File: src/hw/rtl/stun_binding_transaction_engine_assert.svh
// Assertion macros shared by the STUN binding transaction engine modules.
`ifndef STUN_BINDING_TRANSACTION_ENGINE_ASSERT_SVH
`define STUN_BINDING_TRANSACTION_ENGINE_ASSERT_SVH

// Clocked check, ignored while reset is asserted.
`define STUN_BTE_ASSERT(lbl, prop, msg) \
  lbl: assert property (@(posedge clk_i) disable iff (!rst_ni) prop) else $error(msg);

// Clocked check that also holds during reset.
`define STUN_BTE_ASSERT_ALWAYS(lbl, prop, msg) \
  lbl: assert property (@(posedge clk_i) prop) else $error(msg);

`endif

File: src/hw/rtl/stun_bte_pkg.sv
// Types, constants and helpers of the STUN binding transaction engine.
`default_nettype none

package stun_bte_pkg;

  typedef enum logic [1:0] {
    OP_REQUEST  = 2'd0,
    OP_RESPONSE = 2'd1,
    OP_QUERY    = 2'd2
  } op_e;

  typedef enum logic [1:0] {
    KIND_REQ_BYTE = 2'd0,
    KIND_VERDICT  = 2'd1,
    KIND_PENDING  = 2'd2
  } kind_e;

  localparam int unsigned TIMEOUT_W = 40;
  localparam logic [TIMEOUT_W-1:0] TIMEOUT_RESET = 40'd5000000000;
  localparam int unsigned CNT_W = 6;
  localparam int unsigned EMIT_W = 5;
  localparam logic [EMIT_W-1:0] REQ_LAST_IDX = 5'd19;
  localparam logic [31:0] REQ_HEADER = 32'h0001_0000;

  // Byte positions inside the response datagram
  localparam logic [CNT_W-1:0] POS_ID_HI = 6'd4;
  localparam logic [CNT_W-1:0] POS_ID_LO = 6'd12;
  localparam logic [CNT_W-1:0] POS_ATTR  = 6'd20;
  localparam logic [CNT_W-1:0] POS_PORT  = 6'd26;
  localparam logic [CNT_W-1:0] POS_IPV4  = 6'd28;
  localparam logic [CNT_W-1:0] POS_LAST  = 6'd31;
  localparam logic [CNT_W-1:0] POS_END   = 6'd32;
  localparam logic [CNT_W-1:0] CNT_MAX   = 6'd63;

  // Fixed bytes of header and MAPPED-ADDRESS attribute
  function automatic logic [7:0] rsp_pattern_byte(input logic [CNT_W-1:0] pos);
    logic [7:0] b;
    case (pos)
      6'd0:    b = 8'd1;
      6'd1:    b = 8'd1;
      6'd3:    b = 8'd12;
      6'd21:   b = 8'd1;
      6'd23:   b = 8'd8;
      6'd25:   b = 8'd1;
      default: b = 8'd0;
    endcase
    return b;
  endfunction

  typedef struct packed {
    logic [63:0] id_hi;
    logic [63:0] id_lo;
    logic [15:0] port;
    logic [31:0] ipv4;
    logic        check;
    logic        attr_good;
  } prs_t;

  typedef struct packed {
    logic                 en;
    logic                 store;
    logic                 erase;
    logic [63:0]          now;
    logic [TIMEOUT_W-1:0] timeout;
    logic [63:0]          look_hi;
    logic [63:0]          look_lo;
  } tbl_ctrl_t;

  typedef struct packed {
    logic hit;
    logic evicted;
    logic any;
  } tbl_stat_t;

  typedef struct packed {
    logic        load;
    kind_e       kind;
    logic [63:0] id_hi;
    logic [63:0] id_lo;
    logic        ev;
    logic        ok;
    logic [15:0] port;
    logic [31:0] ipv4;
    logic        pend;
  } emit_load_t;

endpackage

`default_nettype wire

File: src/hw/rtl/stun_bte_table.sv
// Pending transaction table: expiry, ID lookup, slot choice and update.
`default_nettype none
`include "stun_binding_transaction_engine_assert.svh"

module stun_bte_table #(
  parameter int unsigned N = 8
) (
  input  wire logic                   clk_i,
  input  wire logic                   rst_ni,
  input  wire stun_bte_pkg::tbl_ctrl_t ctrl_i,
  output      stun_bte_pkg::tbl_stat_t stat_o
);

  localparam int unsigned IW = (N > 1) ? $clog2(N) : 1;
  localparam int unsigned NP = 2 ** $clog2(N);

  logic [N-1:0]  valid_q, valid_d;
  logic [63:0]   id_hi_q [N];
  logic [63:0]   id_lo_q [N];
  logic [63:0]   dl_q    [N];

  logic [N-1:0]  live, match;
  logic          hit, free_any;
  logic [IW-1:0] free_ix, slot;
  logic [63:0]   deadline;

  logic [63:0]   node_dl [2*NP-1];
  logic [IW-1:0] node_ix [2*NP-1];
  logic          node_ok [2*NP-1];

  always_comb begin
    for (int i = 0; i < N; i++) begin
      live[i]  = valid_q[i] && !(dl_q[i] < ctrl_i.now);
      match[i] = live[i] && (id_hi_q[i] == ctrl_i.look_hi) && (id_lo_q[i] == ctrl_i.look_lo);
    end
  end

  assign hit      = |match;
  assign free_any = ~&live;

  always_comb begin
    free_ix = '0;
    for (int i = N - 1; i >= 0; i--) begin
      if (!live[i]) begin
        free_ix = IW'(i);
      end
    end
  end

  // Earliest deadline: tournament tree, left side wins a tie
  always_comb begin
    for (int k = 0; k < NP; k++) begin
      if (k < N) begin
        node_dl[NP-1+k] = dl_q[k];
        node_ix[NP-1+k] = IW'(k);
        node_ok[NP-1+k] = live[k];
      end else begin
        node_dl[NP-1+k] = '1;
        node_ix[NP-1+k] = '0;
        node_ok[NP-1+k] = 1'b0;
      end
    end
    for (int k = NP - 2; k >= 0; k--) begin
      if (!node_ok[2*k+1] || (node_ok[2*k+2] && (node_dl[2*k+2] < node_dl[2*k+1]))) begin
        node_dl[k] = node_dl[2*k+2];
        node_ix[k] = node_ix[2*k+2];
        node_ok[k] = node_ok[2*k+2];
      end else begin
        node_dl[k] = node_dl[2*k+1];
        node_ix[k] = node_ix[2*k+1];
        node_ok[k] = node_ok[2*k+1];
      end
    end
  end

  assign slot     = free_any ? free_ix : node_ix[0];
  assign deadline = ctrl_i.now + {{(64 - stun_bte_pkg::TIMEOUT_W){1'b0}}, ctrl_i.timeout};

  always_comb begin
    valid_d = valid_q;
    if (ctrl_i.en) begin
      valid_d = live;
      if (ctrl_i.store && !hit) begin
        valid_d[slot] = 1'b1;
      end
      if (ctrl_i.erase) begin
        valid_d = live & ~match;
      end
    end
  end

  always_ff @(posedge clk_i or negedge rst_ni) begin
    if (!rst_ni) begin
      valid_q <= '0;
    end else begin
      valid_q <= valid_d;
    end
  end

  always_ff @(posedge clk_i) begin
    if (ctrl_i.en && ctrl_i.store && !hit) begin
      id_hi_q[slot] <= ctrl_i.look_hi;
      id_lo_q[slot] <= ctrl_i.look_lo;
      dl_q[slot]    <= deadline;
    end
  end

  assign stat_o.hit     = hit;
  assign stat_o.evicted = !free_any;
  assign stat_o.any     = |live;

  // IDs are unique among live entries
  `STUN_BTE_ASSERT_ALWAYS(a_match_unique, $onehot0(match), "two live entries share an ID")
  `STUN_BTE_ASSERT(a_evict_full, (ctrl_i.store && !free_any) |-> (&live),
                   "eviction with a free slot")
  `STUN_BTE_ASSERT(a_store_live, (ctrl_i.en && ctrl_i.store && !ctrl_i.erase) |=> (|valid_q),
                   "table empty right after a request")

endmodule

`default_nettype wire

File: src/hw/rtl/stun_bte_parser.sv
// Response datagram parser: header and attribute checks, ID, port and address capture.
`default_nettype none

module stun_bte_parser (
  input  wire logic               clk_i,
  input  wire logic               rst_ni,
  input  wire logic               step_i,
  input  wire logic [7:0]         data_i,
  input  wire logic               last_i,
  output      stun_bte_pkg::prs_t prs_o
);

  logic [stun_bte_pkg::CNT_W-1:0] cnt_q, cnt_d, pos;
  logic        hg_q, hg_d, ag_q, ag_d;
  logic [63:0] idh_q, idh_d, idl_q, idl_d;
  logic [15:0] port_q, port_d;
  logic [31:0] ip_q, ip_d;
  logic        chk;

  assign pos = cnt_q;
  assign chk = (data_i == stun_bte_pkg::rsp_pattern_byte(pos));

  always_comb begin
    hg_d   = hg_q;
    ag_d   = ag_q;
    idh_d  = idh_q;
    idl_d  = idl_q;
    port_d = port_q;
    ip_d   = ip_q;
    if (pos < stun_bte_pkg::POS_ID_HI) begin
      hg_d = hg_q & chk;
    end else if (pos inside {[stun_bte_pkg::POS_ATTR:stun_bte_pkg::POS_PORT - 6'd1]}) begin
      ag_d = ag_q & chk;
    end else if (pos < stun_bte_pkg::POS_ID_LO) begin
      idh_d = {idh_q[55:0], data_i};
    end else if (pos < stun_bte_pkg::POS_ATTR) begin
      idl_d = {idl_q[55:0], data_i};
    end else if (pos < stun_bte_pkg::POS_IPV4) begin
      port_d = {port_q[7:0], data_i};
    end else if (pos < stun_bte_pkg::POS_END) begin
      ip_d = {ip_q[23:0], data_i};
    end
    cnt_d = (cnt_q < stun_bte_pkg::CNT_MAX) ? cnt_q + 6'd1 : cnt_q;
  end

  // The last byte returns the parser to its idle values
  always_ff @(posedge clk_i or negedge rst_ni) begin
    if (!rst_ni) begin
      cnt_q  <= '0;
      hg_q   <= 1'b1;
      ag_q   <= 1'b1;
      idh_q  <= '0;
      idl_q  <= '0;
      port_q <= '0;
      ip_q   <= '0;
    end else if (step_i) begin
      if (last_i) begin
        cnt_q  <= '0;
        hg_q   <= 1'b1;
        ag_q   <= 1'b1;
        idh_q  <= '0;
        idl_q  <= '0;
        port_q <= '0;
        ip_q   <= '0;
      end else begin
        cnt_q  <= cnt_d;
        hg_q   <= hg_d;
        ag_q   <= ag_d;
        idh_q  <= idh_d;
        idl_q  <= idl_d;
        port_q <= port_d;
        ip_q   <= ip_d;
      end
    end
  end

  assign prs_o.id_hi     = idh_q;
  assign prs_o.id_lo     = idl_q;
  assign prs_o.port      = port_d;
  assign prs_o.ipv4      = ip_d;
  assign prs_o.check     = (pos == stun_bte_pkg::POS_LAST) && hg_d;
  assign prs_o.attr_good = ag_d;

endmodule

`default_nettype wire

File: src/hw/rtl/stun_bte_emit.sv
// Result register and request byte sequencer.
`default_nettype none
`include "stun_binding_transaction_engine_assert.svh"

module stun_bte_emit (
  input  wire logic                     clk_i,
  input  wire logic                     rst_ni,
  input  wire stun_bte_pkg::emit_load_t load_i,
  input  wire logic                     ready_i,
  output      logic                     valid_o,
  output      logic                     last_o,
  output      logic [63:0]              data_o,
  output      logic [1:0]               user_o
);

  logic                            valid_q, valid_d;
  logic [stun_bte_pkg::EMIT_W-1:0] cnt_q, cnt_d;
  stun_bte_pkg::emit_load_t        pl_q;
  logic                            is_req, last, fire;
  logic [3:0]                      bidx, bsel;
  logic [1:0]                      hsel;
  logic [127:0]                    msg;
  logic [7:0]                      byte_v;

  assign is_req = (pl_q.kind == stun_bte_pkg::KIND_REQ_BYTE);
  assign last   = !is_req || (cnt_q == stun_bte_pkg::REQ_LAST_IDX);
  assign fire   = valid_q && ready_i;

  always_comb begin
    valid_d = valid_q;
    cnt_d   = cnt_q;
    if (fire) begin
      if (last) begin
        valid_d = 1'b0;
      end else begin
        cnt_d = cnt_q + 5'd1;
      end
    end
    if (load_i.load) begin
      valid_d = 1'b1;
      cnt_d   = '0;
    end
  end

  always_ff @(posedge clk_i or negedge rst_ni) begin
    if (!rst_ni) begin
      valid_q <= 1'b0;
      cnt_q   <= '0;
    end else begin
      valid_q <= valid_d;
      cnt_q   <= cnt_d;
    end
  end

  always_ff @(posedge clk_i) begin
    if (load_i.load) begin
      pl_q <= load_i;
    end
  end

  // Request bytes: 4 header bytes, then the ID most significant first
  assign msg  = {pl_q.id_hi, pl_q.id_lo};
  assign bidx = 4'(cnt_q - 5'd4);
  assign bsel = 4'd15 - bidx;
  assign hsel = 2'd3 - cnt_q[1:0];

  always_comb begin
    if (!is_req) begin
      byte_v = 8'd0;
    end else if (cnt_q < 5'd4) begin
      byte_v = stun_bte_pkg::REQ_HEADER[{hsel, 3'b000} +: 8];
    end else begin
      byte_v = msg[{bsel, 3'b000} +: 8];
    end
  end

  assign valid_o = valid_q;
  assign last_o  = last;
  assign user_o  = pl_q.kind;
  assign data_o  = {5'd0, pl_q.ev, pl_q.pend, pl_q.ipv4, pl_q.port, pl_q.ok, byte_v};

  `STUN_BTE_ASSERT(a_req_run, (fire && is_req && !last) |=> (valid_q && is_req),
                   "request run broken before its last byte")
  `STUN_BTE_ASSERT(a_cnt_range, valid_q |-> (cnt_q <= stun_bte_pkg::REQ_LAST_IDX),
                   "request byte counter out of range")
  `STUN_BTE_ASSERT(a_no_overrun, (valid_q && !(ready_i && last)) |-> !load_i.load,
                   "new item loaded over unfinished results")

endmodule

`default_nettype wire

File: src/hw/rtl/stun_binding_transaction_engine.sv
// An item is registered on acceptance and processed once the result register is free
// or about to be; processing loads its results into the result register.
// Throughput: one item per cycle while the result register is free or about to be;
// a request holds it for its 20 byte items, a query or verdict for its single result.
// Reset: table empty, response parser idle, timeout_ns back to 5000000000.
`default_nettype none

module stun_binding_transaction_engine #(
  parameter int unsigned MAX_PENDING = 8
) (
  input  wire logic         clk_i,
  input  wire logic         rst_ni,
  input  wire logic         cfg_we_i,
  input  wire logic [39:0]  cfg_wdata_i,
  input  wire logic         s_axis_tvalid,
  output      logic         s_axis_tready,
  // tdata: data_byte[7:0], now_ns[71:8], id_hi[135:72], id_lo[199:136]
  input  wire logic [199:0] s_axis_tdata,
  // tuser: opcode[1:0]
  input  wire logic [1:0]   s_axis_tuser,
  input  wire logic         s_axis_tlast,
  output      logic         m_axis_tvalid,
  input  wire logic         m_axis_tready,
  // tdata: out_byte[7:0], mapped_ok[8], mapped_port[24:9], mapped_ipv4[56:25],
  //        any_pending[57], evicted[58], zero[63:59]
  output      logic [63:0]  m_axis_tdata,
  // tuser: kind[1:0]
  output      logic [1:0]   m_axis_tuser,
  output      logic         m_axis_tlast
);

  logic [stun_bte_pkg::TIMEOUT_W-1:0] timeout_q;
  logic        in_valid_q, in_last_q;
  logic [1:0]  in_op_q;
  logic [7:0]  in_data_q;
  logic [63:0] in_now_q, in_idh_q, in_idl_q;
  logic        accept, consume, is_req, is_rsp, is_qry;

  stun_bte_pkg::prs_t       prs;
  stun_bte_pkg::tbl_ctrl_t  tctrl;
  stun_bte_pkg::tbl_stat_t  tstat;
  stun_bte_pkg::emit_load_t eload;

  always_ff @(posedge clk_i or negedge rst_ni) begin
    if (!rst_ni) begin
      timeout_q <= stun_bte_pkg::TIMEOUT_RESET;
    end else if (cfg_we_i) begin
      timeout_q <= cfg_wdata_i;
    end
  end

  // An item is processed once the result register is free or about to be
  assign consume       = in_valid_q && (!m_axis_tvalid || (m_axis_tready && m_axis_tlast));
  assign s_axis_tready = !in_valid_q || consume;
  assign accept        = s_axis_tvalid && s_axis_tready;

  always_ff @(posedge clk_i or negedge rst_ni) begin
    if (!rst_ni) begin
      in_valid_q <= 1'b0;
    end else if (accept) begin
      in_valid_q <= 1'b1;
    end else if (consume) begin
      in_valid_q <= 1'b0;
    end
  end

  always_ff @(posedge clk_i) begin
    if (accept) begin
      in_op_q   <= s_axis_tuser;
      in_last_q <= s_axis_tlast;
      in_data_q <= s_axis_tdata[7:0];
      in_now_q  <= s_axis_tdata[71:8];
      in_idh_q  <= s_axis_tdata[135:72];
      in_idl_q  <= s_axis_tdata[199:136];
    end
  end

  assign is_req = (in_op_q == stun_bte_pkg::OP_REQUEST);
  assign is_rsp = (in_op_q == stun_bte_pkg::OP_RESPONSE);
  assign is_qry = (in_op_q == stun_bte_pkg::OP_QUERY);

  stun_bte_parser u_parser (
    .clk_i  (clk_i),
    .rst_ni (rst_ni),
    .step_i (consume && is_rsp),
    .data_i (in_data_q),
    .last_i (in_last_q),
    .prs_o  (prs)
  );

  always_comb begin
    tctrl.en      = consume;
    tctrl.store   = consume && is_req;
    tctrl.erase   = consume && is_rsp && in_last_q && prs.check;
    tctrl.now     = in_now_q;
    tctrl.timeout = timeout_q;
    tctrl.look_hi = is_req ? in_idh_q : prs.id_hi;
    tctrl.look_lo = is_req ? in_idl_q : prs.id_lo;
  end

  stun_bte_table #(
    .N (MAX_PENDING)
  ) u_table (
    .clk_i  (clk_i),
    .rst_ni (rst_ni),
    .ctrl_i (tctrl),
    .stat_o (tstat)
  );

  always_comb begin
    eload.load  = consume && (is_req || is_qry || (is_rsp && in_last_q));
    eload.kind  = is_req ? stun_bte_pkg::KIND_REQ_BYTE :
                  is_rsp ? stun_bte_pkg::KIND_VERDICT : stun_bte_pkg::KIND_PENDING;
    eload.id_hi = in_idh_q;
    eload.id_lo = in_idl_q;
    // a duplicate ID places nothing, so nothing is evicted
    eload.ev    = is_req && !tstat.hit && tstat.evicted;
    eload.ok    = is_rsp && prs.check && tstat.hit && prs.attr_good;
    eload.port  = eload.ok ? prs.port : 16'd0;
    eload.ipv4  = eload.ok ? prs.ipv4 : 32'd0;
    eload.pend  = is_qry && tstat.any;
  end

  stun_bte_emit u_emit (
    .clk_i   (clk_i),
    .rst_ni  (rst_ni),
    .load_i  (eload),
    .ready_i (m_axis_tready),
    .valid_o (m_axis_tvalid),
    .last_o  (m_axis_tlast),
    .data_o  (m_axis_tdata),
    .user_o  (m_axis_tuser)
  );

endmodule

`default_nettype wire
File: config.mk
export PLATFORM = sky130hd
export DESIGN_NAME = stun_binding_transaction_engine
export DESIGN_NICKNAME = d
export VERILOG_FILES = /design/src/hw/rtl/stun_bte_pkg.sv /design/src/hw/rtl/stun_bte_table.sv /design/src/hw/rtl/stun_bte_parser.sv /design/src/hw/rtl/stun_bte_emit.sv /design/src/hw/rtl/stun_binding_transaction_engine.sv
export VERILOG_INCLUDE_DIRS = /design/src /design/src/hw/rtl
export SDC_FILE = /design/constraint.sdc
export NUM_CORES = 2
export LEC_CHECK = 0
export BUFFER_PORTS_ARGS = -buffer_cell sky130_fd_sc_hd__buf_2
export CAP_MARGIN = 0
export CORE_ASPECT_RATIO = 1.2
export CORE_MARGIN = 1
export CORE_UTILIZATION = 55
export CTS_BUF_LIST = sky130_fd_sc_hd__clkbuf_8
export DETAILED_ROUTE_END_ITERATION = 12
export PLACE_DENSITY = 0.74
export RECOVER_POWER = 25
export REMOVE_ABC_BUFFERS = 1
export SLEW_MARGIN = 20
export SYNTH_ARGS = -nofsm -noshare
export SYNTH_HDL_FRONTEND = slang
export SYNTH_HIERARCHICAL = 1
export SYNTH_SLANG_ARGS = --single-unit
File: constraint.sdc
create_clock -name clk_i -period 21.8 [get_ports clk_i]
set_input_delay 5.45 -clock clk_i [delete_from_list [all_inputs] [get_ports clk_i]]
set_output_delay 5.45 -clock clk_i [all_outputs]
set_load 0.01 [all_outputs]
==> impl_metrics.env <==
export IMPL_gp_congestion=0.986
export IMPL_cts_made_buffers=361
export IMPL_syn_area_mm2=0.113
export IMPL_n_fill_cell=15900
export IMPL_critical_path_top_delay_family="simple AND/OR/NAND/NOR gates"
export IMPL_violations="max-capacitance violations, max-slew violations"
export IMPL_cts_tree="built"
export IMPL_first_global_vias=75800
export IMPL_crit_top_cell="buf_4"
export IMPL_avgSynthCellArea_um2=12.7
export IMPL_cts_resized=0
export IMPL_relSlewSlack_pct=-86.4
export IMPL_multi_input_area_mm2=0.0451
export IMPL_first_pass_iters=7
export IMPL_cts_path_max_buffers=4
export IMPL_die_y_um=498
export IMPL_synth_edf_count=1920
export IMPL_cts_sinks=2159
export IMPL_post_route_min_period_ns=15.75
export IMPL_switchingPower_uw=2920
export IMPL_core_mm2=0.203
export IMPL_grt_usage_pct=34.6
export IMPL_rows=181
export IMPL_final_nets=10600
export IMPL_worstPathArrival_ns=16.45
export IMPL_reg2reg_slack_ns=6.05
export IMPL_p_leak_uw=0.0482
export IMPL_ff_latch_area_mm2=0.0637
export IMPL_dieArea_mm2=0.206
export IMPL_setup_viol=0
export IMPL_whs_endpoint="u_emit/msg[39]$_DFFE_PP_"
export IMPL_crit_fanout=79
export IMPL_tightestPinTransition_ns=2.80
export IMPL_drt_total_wl_um=362000
export IMPL_status="complete, but fails checks"
export IMPL_post_cts_repair_setup_buffers=0
export IMPL_place_port_buffers=311
export IMPL_clk_pin_slew_ns=0.06
export IMPL_whs_path_depth=0
export IMPL_drtIter0Drc=7335
export IMPL_power_frac_comb_pct=16.8
export IMPL_synthDistinctLibCells=103
export IMPL_required_ns=22.49
export IMPL_async_reset_ff_share_pct=11.1
export IMPL_hold_violations=0
export IMPL_start_util_pct=55.5
export IMPL_worstHoldPathType="flop to flop"
export IMPL_intPower_uw=7030
export IMPL_grt_pass1_wl_um=516000
export IMPL_pwr_share_clk_pct=33.9
export IMPL_swShare_pct=29.3
export IMPL_power_uw=9950
export IMPL_stdcell_count=12300
export IMPL_drv_slew=494
export IMPL_ys_warn_count=6
export IMPL_r2r_start="in_now_q[38]$_DFFE_PP_"
export IMPL_irDropWorstVdd_mv=0.0926
export IMPL_vias_per_cell=6.19
export IMPL_syn2layout_area_growth_pct=9.32
export IMPL_reg2reg_depth=37
export IMPL_antenna_found_initial=9
export IMPL_holdBufCountCts=0
export IMPL_post_drt_wl_per_cell_um=29.6
export IMPL_drc=0
export IMPL_startpoint="in_now_q[38]$_DFFE_PP_"
export IMPL_skew_ns=0.0998
export IMPL_setup_slack_ns=6.05
export IMPL_critPathKind="flop to flop"
export IMPL_post_place_cells=11600
export IMPL_power_density_mw_per_mm2=80.9
export IMPL_period_share_pct=72.3
export IMPL_fmax_mhz=63.5
export IMPL_worstSetupStartpointType="flop"
export IMPL_dp_hpwl_um=262000
export IMPL_netlist_instances=8883
export IMPL_insertion_delay_ns=1.12
export IMPL_grt_ovfl_total=0
export IMPL_die_x_um=415
export IMPL_pre_cts_slack_ns=6.20
export IMPL_seqPwrFrac_pct=49.3
export IMPL_hp_start="in_idl_q[39]$_DFFE_PP_"
export IMPL_cts_max_level=5
export IMPL_grt_setup_unrepaired="no"
export IMPL_via_count=75800
export IMPL_yosysSeqAreaShare_pct=56.6
export IMPL_cp_end_kind="flop"
export IMPL_grt_max_degree=165
export IMPL_critPathSlowestCell="buf_4"
export IMPL_synthFlopType="edfxtp_1"
export IMPL_cts_root_buf="clkbuf_8"
export IMPL_reg2reg_to="u_table/id_hi_q[3][21]$_DFFE_PP_"
export IMPL_drv_cap=24
export IMPL_pin_count=317
export IMPL_cp_buffers_inverters=5
export IMPL_drive_gt1_share_pct=11.4
export IMPL_synth_seq_cells=2159
export IMPL_antenna_left=0
export IMPL_critPathMaxStageDelay_ns=0.94
==> per-stage QoR <==
stage          util [%]  hold slack [ns]  area [µm²]  setup TNS [ns]
2_1_floorplan         -            0.420      111000        -7708.06
3_3_place_gp       57.6            0.430      117000               0
3_5_place_dp       57.6            0.433      117000               0
4_1_cts            60.8            0.440      123000               0
5_1_grt            60.6            0.455      123000               0
6_report           60.6            0.435      123000               0
==> worst max-delay path by stage <==
| stage | slack [ns] | end | cells after the start |
|---|---|---|---|
| global placement | 5.83 | u_table/id_hi_q[3][14]$_DFFE_PP_ | 37 |
| CTS | 6.19 | u_table/id_lo_q[3][1]$_DFFE_PP_ | 37 |
| detailed placement | 6.20 | u_table/id_hi_q[3][25]$_DFFE_PP_ | 37 |
| finish | 6.05 | u_table/id_hi_q[3][21]$_DFFE_PP_ | 37 |
| global route | 5.70 | u_table/id_hi_q[3][7]$_DFFE_PP_ | 37 |
| floorplan | -8.99 | u_table/dl_q[0][0]$_DFFE_PP_ | 35 |
==> cell usage in the layout (no fill, tap or decap), types with 126 or more instances in the layout <==
master | netlist | layout
edfxtp_1 | 1920 | 1920
ha_1 | 993 | 993
inv_1 | 544 | 658
nand2_1 | 614 | 613
a21oi_1 | 575 | 575
xor2_1 | 538 | 538
xnor2_1 | 466 | 463
clkbuf_8 | 0 | 382
o21ai_0 | 359 | 359
nor2_1 | 338 | 335
buf_2 | 43 | 310
nand4_1 | 304 | 304
dfrtp_1 | 226 | 224
nor4_1 | 202 | 191
a21o_1 | 137 | 137
mux2_2 | 129 | 126
==> flip-flops by register name, summed over array words and instances, names as in the netlist <==
name,cells
in_idh_q,64
u_emit/valid_o,1
u_parser/port_q,16
in_last_q,1
u_table/id_lo_q,512
u_parser/cnt_q,6
u_table/id_hi_q,512
u_parser/ip_q,32
u_parser/hg_q,1
u_parser/idl_q,64
in_idl_q,64
u_emit/data_o,51
u_table/dl_q,512
u_emit/user_o,2
u_parser/idh_q,64
in_valid_q,1
u_emit/msg,128
u_table/valid_q,8
in_data_q,8
timeout_q,40
in_now_q,64
in_op_q,2
u_emit/cnt_q,5
u_parser/ag_q,1
==> kinds of logic after synthesis <==
kind of cell,Yosys count,synth area share (%)
adder cells (fa/ha/maj),994,11.1
AO/OA/AOI/OAI,1561,8.50
buffers and inverters,873,3.26
AND/OR/NAND/NOR,1931,8.57
flip-flops,2159,56.6
multiplexers,360,4.25
other,1,0.00333
XOR/XNOR,1004,7.81
==> cells in the mapped netlist (35+ instances only) <==
cell          n  area share, %
edfxtp_1   1920             51
ha_1        993             11
nand2_1     614            2.0
a21oi_1     575            2.6
inv_1       544            1.8
xor2_1      538            4.2
xnor2_1     466            3.6
o21ai_0     359            1.6
nor2_1      338            1.1
nand4_1     304            1.7
dfrtp_1     226            5.0
clkbuf_1    225           0.75
nor4_1      202            1.1
a21o_1      137           0.91
mux2_2      129            1.3
mux2_4      120            1.6
nor3_1      113           0.50
nand2b_1     93           0.52
nand3_1      93           0.41
mux2i_1      77           0.68
a22oi_1      65           0.43
o2bb2ai_1    59           0.46
buf_2        43           0.19
o22ai_1      42           0.23
a211oi_1     38           0.25
a221oi_1     38           0.30
o21ai_1      36           0.16
nor2b_1      35           0.19
==> cell type report <==
class,count,area share (%)
sequential,2159,51.7
multi-input combinational,5855,36.7
clock buffer,382,4.27
tap,2653,2.70
timing repair buffer,404,1.89
inverter,545,1.66
clock inverter,253,1.07
antenna,4,0.00814
==> routing by layer <==
| layer | global-route usage, % | vias to the layer above | wire, µm |
|---|---|---|---|
| met5 | 0 | - | 18 |
| met3 | 5.08 | 1068 | 25900 |
| met1 | 39.7 | 37200 | 128000 |
| li1 | - | 34000 | - |
| met2 | 59.0 | 3579 | 175000 |
| met4 | 25.6 | 2 | 33600 |
==> power by group through the flow <==
stage                     clock network, µW  logic [µW]  registers [µW]
final                                  3370        1670            4900
after global routing                   3590        1770            4910
after CTS                              3420        1680            4900
after detailed placement                  0        1680            4980
after global placement                    0        1630            4980
after floorplan                           0         978            5030
Note: power is estimated with default switching activity, not from simulation.
